`src/rtl/core/assert_macros.svh`:
```
// Assertion macros used by the plane side classifier core.
`ifndef ASSERT_MACROS_SVH
`define ASSERT_MACROS_SVH

`ifndef SYNTHESIS

// prop must hold at every clock edge outside reset.
`define ASSERT_PROP(lbl, clk, rst_n, prop, msg) \
    lbl: assert property (@(posedge clk) disable iff (!rst_n) prop) else $error(msg);

// Boolean cond must never be true outside reset.
`define ASSERT_NEVER(lbl, clk, rst_n, cond, msg) \
    lbl: assert property (@(posedge clk) disable iff (!rst_n) !(cond)) else $error(msg);

`else

`define ASSERT_PROP(lbl, clk, rst_n, prop, msg)
`define ASSERT_NEVER(lbl, clk, rst_n, cond, msg)

`endif

`endif

```
`src/rtl/core/psc_pkg.sv`:
```
// Shared types and constants of the plane side classifier.
`default_nettype none

package psc_pkg;

    localparam int NORMAL_WIDTH    = 16;
    localparam int OPCODE_WIDTH    = 2;
    localparam int KIND_WIDTH      = 2;
    localparam int SIDE_WIDTH      = 2;
    localparam int CFG_INDEX_WIDTH = 2;

    localparam logic [OPCODE_WIDTH-1:0] OP_POINT    = 2'd0;
    localparam logic [OPCODE_WIDTH-1:0] OP_TRIANGLE = 2'd1;
    localparam logic [OPCODE_WIDTH-1:0] OP_BOX      = 2'd2;
    localparam logic [OPCODE_WIDTH-1:0] OP_NONE     = 2'd3;

    localparam logic [KIND_WIDTH-1:0] KIND_FINITE   = 2'd0;
    localparam logic [KIND_WIDTH-1:0] KIND_NULL     = 2'd1;
    localparam logic [KIND_WIDTH-1:0] KIND_INFINITE = 2'd2;

    localparam logic [SIDE_WIDTH-1:0] SIDE_ON   = 2'd0;
    localparam logic [SIDE_WIDTH-1:0] SIDE_POS  = 2'd1;
    localparam logic [SIDE_WIDTH-1:0] SIDE_NEG  = 2'd2;
    localparam logic [SIDE_WIDTH-1:0] SIDE_BOTH = 2'd3;

    localparam logic [CFG_INDEX_WIDTH-1:0] CFG_NORMAL_X     = 2'd0;
    localparam logic [CFG_INDEX_WIDTH-1:0] CFG_NORMAL_Y     = 2'd1;
    localparam logic [CFG_INDEX_WIDTH-1:0] CFG_NORMAL_Z     = 2'd2;
    localparam logic [CFG_INDEX_WIDTH-1:0] CFG_PLANE_OFFSET = 2'd3;

    // Load strobes and mode for one distance lane.
    typedef struct packed {
        logic load_prod;
        logic load_sum;
        logic abs_mode;
    } lane_ctrl_t;

    // Accumulator width: products are NORMAL_WIDTH+coord+2 bits, offset is
    // coord+frac bits, plus headroom for a four-term sum.
    function automatic int acc_width(input int coord_w, input int frac_w);
        int prod_w;
        int off_w;
        prod_w = NORMAL_WIDTH + coord_w + 2;
        off_w  = coord_w + frac_w;
        return ((prod_w > off_w) ? prod_w : off_w) + 2;
    endfunction

endpackage

`default_nettype wire

```
`src/rtl/core/psc_lane.sv`:
```
// One distance lane: three products, then the sum with the plane offset.
`default_nettype none

module psc_lane #(
    parameter int COORD_WIDTH      = 32,
    parameter int NORMAL_FRAC_BITS = 14,
    parameter int ACC_WIDTH        = 52
) (
    input  logic                                     clk,
    input  psc_pkg::lane_ctrl_t                      ctrl,
    input  logic signed [psc_pkg::NORMAL_WIDTH-1:0]  normal_x,
    input  logic signed [psc_pkg::NORMAL_WIDTH-1:0]  normal_y,
    input  logic signed [psc_pkg::NORMAL_WIDTH-1:0]  normal_z,
    input  logic signed [COORD_WIDTH-1:0]            plane_offset,
    input  logic signed [COORD_WIDTH-1:0]            pos_x,
    input  logic signed [COORD_WIDTH-1:0]            pos_y,
    input  logic signed [COORD_WIDTH-1:0]            pos_z,
    output logic signed [ACC_WIDTH-1:0]              lane_dist
);
    import psc_pkg::*;

    localparam int PROD_WIDTH = NORMAL_WIDTH + COORD_WIDTH + 2;

    logic signed [NORMAL_WIDTH-1:0] n_in [3];
    logic signed [COORD_WIDTH-1:0]  c_in [3];
    logic signed [NORMAL_WIDTH:0]   n_op [3];
    logic signed [COORD_WIDTH:0]    c_op [3];
    logic [NORMAL_WIDTH-1:0]        n_mag [3];
    logic [COORD_WIDTH-1:0]         c_mag [3];
    logic signed [PROD_WIDTH-1:0]   prod_next [3];
    logic signed [PROD_WIDTH-1:0]   prod_reg  [3];
    logic                           abs_reg;
    logic signed [ACC_WIDTH-1:0]    offset_term;
    logic signed [ACC_WIDTH-1:0]    dist_next;
    logic signed [ACC_WIDTH-1:0]    dist_reg;

    assign n_in[0] = normal_x;
    assign n_in[1] = normal_y;
    assign n_in[2] = normal_z;
    assign c_in[0] = pos_x;
    assign c_in[1] = pos_y;
    assign c_in[2] = pos_z;

    // Magnitude mode multiplies |n| by |h| for the box extent.
    always_comb
    begin
        for (int i = 0; i < 3; i++)
        begin
            n_mag[i] = n_in[i][NORMAL_WIDTH-1] ? (~n_in[i] + 1'b1) : n_in[i];
            c_mag[i] = c_in[i][COORD_WIDTH-1] ? (~c_in[i] + 1'b1) : c_in[i];
            n_op[i]  = ctrl.abs_mode ? {1'b0, n_mag[i]} : {n_in[i][NORMAL_WIDTH-1], n_in[i]};
            c_op[i]  = ctrl.abs_mode ? {1'b0, c_mag[i]} : {c_in[i][COORD_WIDTH-1], c_in[i]};
            prod_next[i] = n_op[i] * c_op[i];
        end
    end

    always_ff @(posedge clk)
    begin
        if (ctrl.load_prod)
        begin
            for (int i = 0; i < 3; i++)
            begin
                prod_reg[i] <= prod_next[i];
            end
            abs_reg <= ctrl.abs_mode;
        end
    end

    // Offset lined up with the product fraction; left out for the extent.
    assign offset_term = abs_reg ? '0 :
        {{(ACC_WIDTH-COORD_WIDTH-NORMAL_FRAC_BITS){plane_offset[COORD_WIDTH-1]}},
         plane_offset, {NORMAL_FRAC_BITS{1'b0}}};

    assign dist_next = offset_term
        + {{(ACC_WIDTH-PROD_WIDTH){prod_reg[0][PROD_WIDTH-1]}}, prod_reg[0]}
        + {{(ACC_WIDTH-PROD_WIDTH){prod_reg[1][PROD_WIDTH-1]}}, prod_reg[1]}
        + {{(ACC_WIDTH-PROD_WIDTH){prod_reg[2][PROD_WIDTH-1]}}, prod_reg[2]};

    always_ff @(posedge clk)
    begin
        if (ctrl.load_sum)
        begin
            dist_reg <= dist_next;
        end
    end

    assign lane_dist = dist_reg;

endmodule

`default_nettype wire

```
`config.mk`:
```
export PLATFORM = sky130hd
export DESIGN_NAME = psc_lane
export DESIGN_NICKNAME = d
export VERILOG_FILES = /design/src/rtl/core/assert_macros.svh /design/src/rtl/core/psc_pkg.sv /design/src/rtl/core/psc_lane.sv
export SDC_FILE = /design/constraint.sdc
export NUM_CORES = 2
export LEC_CHECK = 0
export BUFFER_PORTS_ARGS = -buffer_cell sky130_fd_sc_hd__buf_2
export CORE_MARGIN = 2
export CORE_UTILIZATION = 53
export DETAILED_ROUTE_END_ITERATION = 10
export GPL_ROUTABILITY_DRIVEN = 0
export PLACE_DENSITY_LB_ADDON = 0.25
export SLEW_MARGIN = 20
export SYNTH_ARGS = -nofsm -noshare
export SYNTH_HDL_FRONTEND = slang
export SYNTH_SLANG_ARGS = --single-unit
export TNS_END_PERCENT = 100
```
`constraint.sdc`:
```
create_clock -name clk -period 9.4 [get_ports clk]
set_input_delay 0 -clock clk [delete_from_list [all_inputs] [get_ports clk]]
set_output_delay 0 -clock clk [all_outputs]
set_load 0.005 [all_outputs]
```
==> results.py <==
metrics = {
    "status": {
        "outcome": "completed",
    },
    "critical_path": {
        "worstPathRequired_ps": 9720,
        "rrSetupSlack_ps": 3820,
        "max_stage_delay_ps": 620,
        "arrival_ps": 8750,
        "crit_path_end_kind": "flop",
        "crit_path_start_kind": "input port",
        "crit_fanout": 11,
        "ff2ff_path_depth": 14,
        "cp_slowest_cell": "xnor2_1",
        "crit_type": "input port to flop",
        "r2r_end": "lane_dist[50]",
        "r2r_start": "abs_reg",
    },
    "sta": {
        "slew_headroom": 0.194,
        "finalSetupViolCount": 0,
        "worstMarginPinSlew_ps": 1200,
        "worst_slack_ps": 972,
        "final.setup_skew_ps": 13.0,
        "clock.fmax_mhz": 119,
        "rsz0062_at_grt": "no",
        "maxSlewViolCount": 0,
        "fin_crit_sh": 0.897,
        "final-hold-violation-count": 0,
        "min_period_ps": 8430,
        "fin_tns_setup_ps": 0,
    },
    "final_layout": {
        "fillerInstances": 11700,
        "seq_area_mm2": 0.00610,
        "n_antenna_cell": 0,
        "multi_input_area_mm2": 0.0571,
        "final_common_cell": "fa_1",
        "area_growth_pct": 8.07,
        "largest_reg_flops": 150,
        "layout_common_cells": "fa_1 (1,696), inv_1 (1,650), nor2_1 (920)",
        "num-nets-final": 10100,
        "drive_gt1_frac": 0.0769,
    },
    "synth": {
        "synth_edf_count": 203,
        "synth_warnings": 0,
        "synth_ff_type": "edfxtp_1",
        "synth_top_cell_by_area": "fa_1",
        "synth.area.top_cells": "fa_1 (49%), inv_1 (8.9%), edfxtp_1 (8.7%), ha_1 (7.5%), nor2_1 (4.9%)",
        "netlist_area_mm2": 0.0698,
        "netlist_instances": 7542,
        "synth_seq_cells": 203,
        "async_flop_share": 0,
        "synth_nets": 9837,
        "synth_cell_types": 73,
        "avgSynthCellArea_um2": 9.26,
        "synth_top_area_share": 0.486,
        "yosysSeqAreaShare": 0.0873,
    },
    "die": {
        "core_area_mm2": 0.131,
        "dieHeight_um": 367,
        "io_pins": 232,
        "die_w_um": 367,
        "die-area_mm2": 0.135,
        "initial_core_util": 0.533,
        "fp-row-count": 133,
    },
    "grt": {
        "grt_pass1_wl_mm": 320,
        "overflow": 0,
        "grt_pass1_vias": 57400,
        "grtUsageTotal": 0.308,
        "grt_max_degree": 80,
        "antenna_found_initial": 6,
    },
    "cts": {
        "cts-hold-fix-buffers": 0,
        "cts_tree": "done",
        "insertion_delay_ps": 570,
        "cts_max_path_buffers": 3,
        "cts_sinks": 203,
        "clk_pin_slew_ps": 60,
        "cts_made_buffers": 25,
        "post_cts_resized": 0,
        "clock_tree.root_cell": "clkbuf_16",
        "htree_levels": 1,
        "postCtsSetupBuffers": 0,
    },
    "routing": {
        "avgViaCountPerCell": 5.56,
        "route.vias.total": 53400,
        "drtIter0Drc": 4738,
        "wl_per_cell_um": 20.9,
        "drc": 0,
        "drt_pass1_iterations": 8,
        "drt_wl_total_mm": 201,
        "antenna_left": 0,
    },
    "job": {
        "drv_cap": 0,
    },
    "worst_hold_path": {
        "whs_endpoint": "prod_reg[0][100]",
        "min_from": "ctrl[2]",
        "min_path_type": "input port to flop",
        "hold_depth": 1,
    },
    "placed_design": {
        "post-place-ws_ps": 432,
        "dp.final_hpwl_mm": 172,
        "port_buffers": 231,
    },
}
[metal layers]
| metal | vias to the layer above | GRT usage | part of all wire |
|---|---|---|---|
| met5 | - | 0 | 0.000060 |
| li1 | 23200 | - | - |
| met3 | 565 | 0.0790 | 0.11 |
| met4 | 2 | 0.142 | 0.058 |
| met1 | 27000 | 0.402 | 0.38 |
| met2 | 2660 | 0.484 | 0.45 |
[through the flow]
stage | hold WS, ps | cells | cell area (um^2) | utilization
5_1_grt | 25.0 | 9610 | 75500 | 0.576
4_1_cts | 1.13 | 9609 | 75400 | 0.575
3_3_place_gp | 397 | 9564 | 74600 | 0.569
3_5_place_dp | 394 | 9564 | 74600 | 0.569
6_report | 7.95 | 9610 | 75500 | 0.576
2_1_floorplan | 98.9 | 7542 | 69800 | -
[cell families (layout without fill, tap and decap cells)]
family,count (synthesis),after routing,share of synthesized area
multiplexers,4,4,0.000573
buffers and inverters,1863,2176,0.100
flip-flops,203,203,0.0873
XOR/XNOR,421,421,0.0530
adder cells (fa/ha/maj),2115,2115,0.561
AO/OA/AOI/OAI,641,641,0.0581
AND/OR/NAND/NOR,2295,2295,0.140
[final cells by class]
| type | instances | share of cell area |
|---|---|---|
| multi-input cells | 5476 | 0.757 |
| clock buffers | 25 | 0.00829 |
| inverters | 1651 | 0.0821 |
| repair buffers | 480 | 0.0402 |
| clock inverters | 20 | 0.00292 |
| well taps | 1755 | 0.0291 |
| flip-flops and latches | 203 | 0.0808 |
[cell usage after synthesis, drive strengths merged, types with 7 or more instances]
cell type and number:
nor2 922, or3 17, and3 31, nand3 50, or4 8, or2 19
nand2 909, inv 1650, nor2b 69, o211ai 12, xnor2 265, nor4 14
a211oi 11, o31ai 19, nand4 20, a21oi 222, fa 1696, a21boi 12
o21a 28, nor3 58, and2 99, nand2b 53, and4 9, o21bai 26
a21o 104, o21ai 116, nand3b 8, ha 419, a31o 7, clkbuf 208
edfxtp 203, a31oi 28, xor2 156
[worst max-delay path: cells and delay by family]
| family | cells | cell delay, ps |
|---|---|---|
| compound gates | 11 | 2250 |
| xor+xnor | 2 | 710 |
| fa+ha+maj | 8 | 3580 |
| buf+inv | 7 | 820 |
| simple gates | 6 | 1400 |
[worst max path at each step]
| stage | from | endpoint | depth (start not counted) |
|---|---|---|---|
| finish | pos_z[0] | prod_reg[0][148] | 34 |
| global route | pos_x[0] | prod_reg[0][47] | 34 |
| CTS | pos_z[0] | prod_reg[0][146] | 33 |
| detailed placement | pos_z[0] | prod_reg[0][146] | 33 |
| global placement | pos_z[0] | prod_reg[0][146] | 33 |
| floorplan | pos_z[0] | prod_reg[0][146] | 35 |
Power is left out: the tool's default activity adds up to more than one toggle a clock period on the data nets, which glitch-free logic cannot reach.
