$ cat config.mk
export PLATFORM = sky130hd
export DESIGN_NAME = psc_merge
export DESIGN_NICKNAME = d
export VERILOG_FILES = /design/src/rtl/core/assert_macros.svh /design/src/rtl/core/psc_pkg.sv /design/src/rtl/core/psc_merge.sv
export SDC_FILE = /design/constraint.sdc
export NUM_CORES = 1
export LEC_CHECK = 0
export ABC_AREA = 0
export BUFFER_PORTS_ARGS = -buffer_cell sky130_fd_sc_hd__clkbuf_2
export CORE_MARGIN = 1
export CORE_UTILIZATION = 56
export DETAILED_ROUTE_END_ITERATION = 10
export GPL_ROUTABILITY_DRIVEN = 0
export GPL_TIMING_DRIVEN = 0
export PLACE_DENSITY_LB_ADDON = 0.08
export SLEW_MARGIN = 20
export SYNTH_ARGS = -nofsm -noshare
export SYNTH_HDL_FRONTEND = slang
export SYNTH_SLANG_ARGS = --single-unit
$ cat constraint.sdc
create_clock -name vclk -period 3.8
set_input_delay 0.19 -clock vclk [all_inputs]
set_output_delay 0.19 -clock vclk [all_outputs]
set_load 0.005 [all_outputs]
$ cat src/rtl/core/assert_macros.svh
// Assertion macros used by the plane side classifier core.
`ifndef ASSERT_MACROS_SVH
`define ASSERT_MACROS_SVH

`ifndef SYNTHESIS

// prop must hold at every clock edge outside reset.
`define ASSERT_PROP(lbl, clk, rst_n, prop, msg) \
    lbl: assert property (@(posedge clk) disable iff (!rst_n) prop) else $error(msg);

// Boolean cond must never be true outside reset.
`define ASSERT_NEVER(lbl, clk, rst_n, cond, msg) \
    lbl: assert property (@(posedge clk) disable iff (!rst_n) !(cond)) else $error(msg);

`else

`define ASSERT_PROP(lbl, clk, rst_n, prop, msg)
`define ASSERT_NEVER(lbl, clk, rst_n, cond, msg)

`endif

`endif

$ cat src/rtl/core/psc_pkg.sv
// Shared types and constants of the plane side classifier.
`default_nettype none

package psc_pkg;

    localparam int NORMAL_WIDTH    = 16;
    localparam int OPCODE_WIDTH    = 2;
    localparam int KIND_WIDTH      = 2;
    localparam int SIDE_WIDTH      = 2;
    localparam int CFG_INDEX_WIDTH = 2;

    localparam logic [OPCODE_WIDTH-1:0] OP_POINT    = 2'd0;
    localparam logic [OPCODE_WIDTH-1:0] OP_TRIANGLE = 2'd1;
    localparam logic [OPCODE_WIDTH-1:0] OP_BOX      = 2'd2;
    localparam logic [OPCODE_WIDTH-1:0] OP_NONE     = 2'd3;

    localparam logic [KIND_WIDTH-1:0] KIND_FINITE   = 2'd0;
    localparam logic [KIND_WIDTH-1:0] KIND_NULL     = 2'd1;
    localparam logic [KIND_WIDTH-1:0] KIND_INFINITE = 2'd2;

    localparam logic [SIDE_WIDTH-1:0] SIDE_ON   = 2'd0;
    localparam logic [SIDE_WIDTH-1:0] SIDE_POS  = 2'd1;
    localparam logic [SIDE_WIDTH-1:0] SIDE_NEG  = 2'd2;
    localparam logic [SIDE_WIDTH-1:0] SIDE_BOTH = 2'd3;

    localparam logic [CFG_INDEX_WIDTH-1:0] CFG_NORMAL_X     = 2'd0;
    localparam logic [CFG_INDEX_WIDTH-1:0] CFG_NORMAL_Y     = 2'd1;
    localparam logic [CFG_INDEX_WIDTH-1:0] CFG_NORMAL_Z     = 2'd2;
    localparam logic [CFG_INDEX_WIDTH-1:0] CFG_PLANE_OFFSET = 2'd3;

    // Load strobes and mode for one distance lane.
    typedef struct packed {
        logic load_prod;
        logic load_sum;
        logic abs_mode;
    } lane_ctrl_t;

    // Accumulator width: products are NORMAL_WIDTH+coord+2 bits, offset is
    // coord+frac bits, plus headroom for a four-term sum.
    function automatic int acc_width(input int coord_w, input int frac_w);
        int prod_w;
        int off_w;
        prod_w = NORMAL_WIDTH + coord_w + 2;
        off_w  = coord_w + frac_w;
        return ((prod_w > off_w) ? prod_w : off_w) + 2;
    endfunction

endpackage

`default_nettype wire

$ cat src/rtl/core/psc_merge.sv
// Merge stage: turns the lane distances into the side code.
`default_nettype none

module psc_merge #(
    parameter int ACC_WIDTH = 52
) (
    input  logic [psc_pkg::OPCODE_WIDTH-1:0] opcode,
    input  logic [psc_pkg::KIND_WIDTH-1:0]   box_kind,
    input  logic signed [ACC_WIDTH-1:0]      dist_a,
    input  logic signed [ACC_WIDTH-1:0]      dist_b,
    input  logic signed [ACC_WIDTH-1:0]      dist_c,
    output logic [psc_pkg::SIDE_WIDTH-1:0]   side
);
    import psc_pkg::*;

    logic [SIDE_WIDTH-1:0]      side_a;
    logic [SIDE_WIDTH-1:0]      side_b;
    logic [SIDE_WIDTH-1:0]      side_c;
    logic [SIDE_WIDTH-1:0]      box_side;
    logic signed [ACC_WIDTH:0]  box_lo;
    logic signed [ACC_WIDTH:0]  box_hi;

    assign side_a = (dist_a == '0) ? SIDE_ON : (dist_a[ACC_WIDTH-1] ? SIDE_NEG : SIDE_POS);
    assign side_b = (dist_b == '0) ? SIDE_ON : (dist_b[ACC_WIDTH-1] ? SIDE_NEG : SIDE_POS);
    assign side_c = (dist_c == '0) ? SIDE_ON : (dist_c[ACC_WIDTH-1] ? SIDE_NEG : SIDE_POS);

    // dist_b holds the extent m in box mode.
    assign box_lo = {dist_a[ACC_WIDTH-1], dist_a} + {dist_b[ACC_WIDTH-1], dist_b};
    assign box_hi = {dist_a[ACC_WIDTH-1], dist_a} - {dist_b[ACC_WIDTH-1], dist_b};

    always_comb
    begin
        if (box_lo[ACC_WIDTH])
        begin
            box_side = SIDE_NEG;
        end
        else if (!box_hi[ACC_WIDTH] && (box_hi != '0))
        begin
            box_side = SIDE_POS;
        end
        else
        begin
            box_side = SIDE_BOTH;
        end
    end

    always_comb
    begin
        case (opcode)
            OP_POINT:
            begin
                side = side_a;
            end
            OP_TRIANGLE:
            begin
                if ((side_a == SIDE_ON) || (side_b == SIDE_ON) || (side_c == SIDE_ON))
                begin
                    side = SIDE_BOTH;
                end
                else
                begin
                    side = side_a | side_b | side_c;
                end
            end
            OP_BOX:
            begin
                case (box_kind)
                    KIND_NULL:     side = SIDE_ON;
                    KIND_INFINITE: side = SIDE_BOTH;
                    default:       side = box_side;
                endcase
            end
            default:
            begin
                side = SIDE_ON;
            end
        endcase
    end

endmodule

`default_nettype wire
==> results of run 1 <==
-- critical path, cell delays in order --
cell and delay [ns]:
clkbuf_2 0.15, ha_4 0.25, buf_6 0.13, or4_4 0.54, nor2_4 0.11, nand4_1 0.19
or3_4 0.48, nor4_4 0.39, o211ai_1 0.25, o2111ai_1 0.31, or2_1 0.22, o311ai_4 0.12
o21ai_2 0.12, clkbuf_2 0.14
-- metal layers --
metal	GRT usage (%)	vias up	wire, um
met5	0	-	0
met4	17.45	0	1185
met3	3.947	65	2079
met2	61.12	423	9417
met1	48.31	3484	8594
li1	-	3716	-
-- power by group through the flow --
stage | combinational (mW) | clock (mW) | sequential, mW
after floorplan | 0.674 | 0 | 0
after global placement | 0.982 | 0 | 0
after detailed placement | 0.991 | 0 | 0
after CTS | 1.00 | 0 | 0
after global routing | 1.16 | 0 | 0
final | 1.07 | 0 | 0
-- Yosys cell counts, drive strengths merged (16+ instances only) --
| cell type | count |
|---|---|
| nand2 | 79 |
| ha | 105 |
| a21oi | 88 |
| nor4 | 54 |
| nor2 | 73 |
| nor3 | 32 |
| nand4 | 34 |
| o21ai | 56 |
| inv | 88 |
| buf | 30 |
| a21o | 17 |
| clkbuf | 16 |
-- final timing paths --
kind              startpoint      end  slack, ns  cells after the start
setup / recovery  dist_a[51]  side[1]       0.01                     14
hold / removal     opcode[1]  side[0]       0.71                      3
-- through the flow --
step / std cells / setup TNS (ns) / setup WS, ns
final: 1198 / 0 / 0.01052
after global routing: 1198 / -0.08506 / -0.06541
after CTS: 1198 / 0 / 0.04172
after detailed placement: 1198 / -0.05978 / -0.05978
after global placement: 1198 / -0.07802 / -0.07802
after floorplan: 900 / 0 / 0.7076
-- cells by family (layout without fill, tap and decap cells) --
group                    count (synthesis)  after routing
adder cells (fa/ha/maj)                106            106
XOR/XNOR                                17             17
buffers and inverters                  134            296
multiplexers                             9              9
AND/OR/NAND/NOR                        343            343
AO/OA/AOI/OAI                          291            291
-- cell type report --
| cell class | instances | share of cell area, % |
|---|---|---|
| Multi-Input combinational cell | 766 | 77.56 |
| Inverter | 88 | 4.705 |
| Tap cell | 136 | 2.424 |
| Buffer | 40 | 3.048 |
| Timing Repair Buffer | 168 | 12.26 |
-- timing repair --
| item | CTS | global route |
|---|---|---|
| gates resized for setup | 3 | 37 |
| hold buffers | 0 | 0 |
| endpoints found under the setup margin | 1 | 2 |
| setup buffers | 0 | 6 |
| pin swaps | 1 | 16 |
| endpoints found under the hold margin | 0 | 0 |
==> run summary, run 1 <==
Largest family of logic cells by synthesized area: compound AO/OA/AOI/OAI gates
Grt ovf: 0
Ranking of synthesized cells by area: ha_1 22%, a21oi_1 7.2%, nor4_1 5.6%
DRC viols: 0
Worst hold slack: 0.7071 ns
Combinational power share: 100.0%
Mux contribution to synthesized area: 1.553%
Ports: 162
Via/cell ratio: 6.417
Row count: 37
Largest net degree at the start of global routing: 11
Pwr dens: 152.1 nW/um^2
Final Setup Violations: 0
Syn. warnings: 0
FF/Latch Area: 0 um^2
Critical Path RT: 3.61 ns
Post-synthesis sequential area ratio: 0%
Ant diodes: 0
Worst Tran Pin Value: 0.7749 ns
Synth Net Count: 1166
Crit share post-route: 99.72%
MaxCap Viol Count: 0
HP Class: primary input to primary output
Fin area: 7020 um^2
Max-slew violation count: 0
Final min period: 3.789 ns
First-pass GRT wire length: 33290 um
Crit start category: primary input
Overall die height: 104.5 um
Vias in the first global route: 6739
CORE AREA: 10230 um^2
Die footprint: 10920 um^2
Mapped Cells: 900
Synth top area share: 22.34%
Total Routing Usage GR: 37.18%
Fillcell total: 990
DP Wirelength: 18120 um
Mapped cell area: 5881 um^2
Clock Power Share: 0%
DR vias: 7688
XOR/XNOR Fraction of Synth Area: 2.532%
Crit path kind: primary input to primary output
Max Fclk: 263.9 MHz
Commonest non-fill, non-tap cell in the layout: clkbuf_2
1st-iter DRT viols: 799
Port bufs: 162
Wire per inst: 17.76 um
Post-Synth Adder-Cell Area: 22.68%
# clk buffers: 0
Status: completed
Top cell type by total area after synthesis: ha_1
Worst Path Arrival: 3.60 ns
1st-pass router iterations: 5
Sw Pwr: 0.6527 mW
Crit. End Element: primary output
Footprint of the multi-input gates: 5445 um^2
Routed Antenna Nets: 0
Maximum VDD drop: 99.95 uV
Initial core utilization: 57.48%
Slew margin rel.: 47.87%
Cell variety after synth: 85
CP max FO: 9
Initial antenna violation count: 0
Most frequent cells in the layout: 162 x clkbuf_2, 100 x ha_1, 87 x inv_1
Reg power frac: 0%
Syn Area/Cell: 6.534 um^2
Overall Power: 1.068 mW
Die width: 104.5 um
Placed cell area: 6862 um^2
Compound-Gate Fraction of Synth Area: 33.53%
Switch share: 61.14%
Area growth syn-to-layout: 19.38%
Internal power: 0.4149 mW
Final hold violation count: 0
Routed Wire Length: 21280 um
Fraction of layout cells with a size suffix above 1: 23.16%
Seq Cell Count: 0
Final #Nets: 1330
Leakage Power: 3.331 nW
Post-synthesis simple-gate area fraction: 30.30%
Finished Core Util: 68.62%
Power figures use the tool's default switching activity.
==> inputs of run 2 (changes only) <==
--- a/config.mk
+++ b/config.mk
@@ -6,10 +6,11 @@
 export NUM_CORES = 1
 export LEC_CHECK = 0
 export ABC_AREA = 0
-export BUFFER_PORTS_ARGS = -buffer_cell sky130_fd_sc_hd__clkbuf_2
+export ABC_CLOCK_PERIOD_IN_PS = 4690
 export CORE_MARGIN = 1
-export CORE_UTILIZATION = 56
+export CORE_UTILIZATION = 60
 export DETAILED_ROUTE_END_ITERATION = 10
+export DONT_BUFFER_PORTS = 1
 export GPL_ROUTABILITY_DRIVEN = 0
 export GPL_TIMING_DRIVEN = 0
 export PLACE_DENSITY_LB_ADDON = 0.08
==> constraint.sdc (replaced) <==
create_clock -name vclk -period 4.69
set_input_delay 0.2345 -clock vclk [all_inputs]
set_output_delay 0.2345 -clock vclk [all_outputs]
set_load 0.005 [all_outputs]
==> run 2 against run 1 <==
Die area shrank 6.5%. Critical endpoint unchanged. First-iteration DRC count grew 2.3%. Non-clock buffer count shrank 162. Routed wire length grew 2.1%. Clock-buffer cell count is the same. Critical path depth shrank 1. Largest power group unchanged. Flip-flop and latch count is the same. Via count shrank 4.2%. Final cell count shrank 14%. Sequential share of layout area is the same. Combinational power shrank 31%. Critical path type unchanged. Largest cell class unchanged. Core utilization shrank 4.1 points.
==> run summary, run 2 (synthesized netlist as in run 1, its figures left out) <==
Crit. End Element: primary output (unchanged)
1st-iter DRT viols: 817 (was 799)
Total Routing Usage GR: 41.46% (was 37.18%)
Critical path depth: 13 (was 14)
Most frequent cells in the layout: 105 x ha_1, 88 x inv_1, 85 x a21oi_1 (was 162 x clkbuf_2, 100 x ha_1, 87 x inv_1)
CP max FO: 10 (was 9)
Crit-path max cell delay: 0.59 ns (was 0.54 ns)
Routed Wire Length: 21720 um (was 21280 um)
Maximum VDD drop: 57.50 uV (was 99.95 uV)
Met3 wire length: 2747 um (was 2079 um)
CP top delay family: compound AO/OA/AOI/OAI gates (was simple AND/OR/NAND/NOR gates)
Hold path endpoint: side[0] (unchanged)
Hold Startpoint: opcode[1] (unchanged)
Die width: 101 um (was 104.5 um)
Setup TNS: 0 ns (unchanged)
Port bufs: 0 (was 162)
Vias in the first global route: 6824 (was 6739)
Ports: 162 (unchanged)
Status: completed (unchanged)
Internal power: 0.2704 mW (was 0.4149 mW)
Crit path kind: primary input to primary output (unchanged)
Highest-delay cell along the critical path: o41ai_1 (was or4_4)
# clk buffers: 0 (unchanged)
Footprint of the multi-input gates: 5328 um^2 (was 5445 um^2)
Wire per inst: 21.08 um (was 17.76 um)
Crit share post-route: 82.68%
Metal-1 WL: 8107 um (was 8594 um)
HP Class: primary input to primary output (unchanged)
Overall die height: 101 um (was 104.5 um)
Pwr dens: 121.9 nW/um^2 (was 152.1 nW/um^2)
Routed Antenna Nets: 0 (unchanged)
Worst Tran Pin Value: 0.9175 ns (was 0.7749 ns)
Largest net degree at the start of global routing: 11 (unchanged)
Reg power frac: 0% (about the same)
Clock Power Share: 0% (about the same)
CORE AREA: 9371 um^2 (was 10230 um^2)
DRC viols: 0 (unchanged)
DR vias: 7365 (was 7688)
Slew margin rel.: 38.27% (was 47.87%)
Critical Path RT: 4.46 ns (was 3.61 ns)
Worst hold slack: 0.5503 ns (was 0.7071 ns)
Row count: 35 (was 37)
Finished Core Util: 64.50% (was 68.62%)
First-pass GRT wire length: 33450 um (was 33290 um)
Die footprint: 10200 um^2 (was 10920 um^2)
Switch share: 63.30% (was 61.14%)
Setup Fix Bufs, Post-CTS: 0 (unchanged)
Final #Nets: 1168 (was 1330)
CTS resizes: 0 (was 3)
Via/cell ratio: 7.150 (was 6.417)
CTS Hold Bufs: 0 (unchanged)
Max Fclk: 257.9 MHz
Seq Cell Count: 0 (unchanged)
MaxCap Viol Count: 0 (unchanged)
Sw Pwr: 0.4664 mW (was 0.6527 mW)
Top sig layer: met4 (unchanged)
Initial core utilization: 62.75% (was 57.48%)
Place WS: 1.027 ns (was -0.05978 ns)
Hold Path Cell Cnt: 1 (was 3)
Final hold violation count: 0 (unchanged)
Fillcell total: 933 (was 990)
DP Wirelength: 18460 um (was 18120 um)
Leakage Power: 2.612 nW (was 3.331 nW)
RSZ-0062 raised after global routing: no
Commonest non-fill, non-tap cell in the layout: ha_1 (was clkbuf_2)
Area growth syn-to-layout: 2.787% (was 19.38%)
1st-pass router iterations: 6 (was 5)
Max-slew violation count: 0 (unchanged)
Crit start category: primary input (unchanged)
Crit-path cells: inv_1 -> ha_1 -> buf_2 -> a21oi_1 -> o21ai_0 -> a21oi_1 -> nor2_1 -> o41ai_1 -> nor2_1 -> nor4_1 -> nand4_1 -> or4_1 -> o21ai_1 (was clkbuf_2 -> ha_4 -> buf_6 -> or4_4 -> nor2_4 -> nand4_1 -> or3_4 -> nor4_4 -> o211ai_1 -> o2111ai_1 -> or2_1 -> o311ai_4 -> o21ai_2 -> clkbuf_2)
Final Setup Violations: 0 (unchanged)
Crit path buf inv count: 2 (was 3)
Fraction of layout cells with a size suffix above 1: 6.889% (was 23.16%)
Combinational power share: 100.0% (about the same)
Grt ovf: 0 (unchanged)
Final min period: 3.877 ns
Final WS setup: 0.8125 ns (was 0.01052 ns)
FF/Latch Area: 0 um^2 (unchanged)
Initial antenna violation count: 1 (was 0)
Met2 WL: 9532 um (was 9417 um)
Worst Path Arrival: 3.64 ns (was 3.60 ns)
==> run 2: changes by cell type in the layout (fill, tap and decap cells not counted), moves of 2 or more <==
cell,change
clkbuf_2,-160
buf_4,-8
clkbuf_1,+7
ha_1,+5
ha_2,-3
buf_6,-2
ha_4,-2
o21ai_0,+2
o21ai_2,-2
or4_1,+2
or4_4,-2
==> run 2: power groups by stage <==
stage	combinational, mW	sequential (mW)	clock, mW
global placement	0.685	0	0
CTS	0.708	0	0
finish	0.737	0	0.0000000286
floorplan	0.546	0	0
detailed placement	0.703	0	0
global route	0.802	0	0.0000000285
==> run 2: per-stage QoR <==
stage	cells	area [um^2]	power [mW]
4_1_cts	1029	6042	0.7079
3_3_place_gp	1029	6042	0.6850
2_1_floorplan	900	5881	0.5460
5_1_grt	1030	6045	0.8022
6_report	1030	6045	0.7368
3_5_place_dp	1029	6042	0.7028
==> run 2: worst max path at each step <==
stage	slack [ns]	endpoint	from
after floorplan	1.51	side[1]	dist_a[0]
after global placement	1.04	side[1]	dist_a[0]
after detailed placement	1.03	side[1]	dist_a[0]
after CTS	0.98	side[1]	dist_a[0]
after global routing	0.71	side[1]	dist_a[0]
final	0.81	side[1]	dist_b[35]
==> run 2: final cells by class <==
class	count	share of cell area, %
multi-input combinational	766	88.14
tap	129	2.670
inverter	88	5.465
buffer	46	3.685
antenna	1	0.04140
==> run 2: metal layers <==
| metal | track usage [%] | vias up |
|---|---|---|
| li1 | - | 3370 |
| met1 | 52.24 | 3352 |
| met2 | 67.28 | 545 |
| met3 | 6.588 | 98 |
| met4 | 22.85 | 0 |
| met5 | 0 | - |
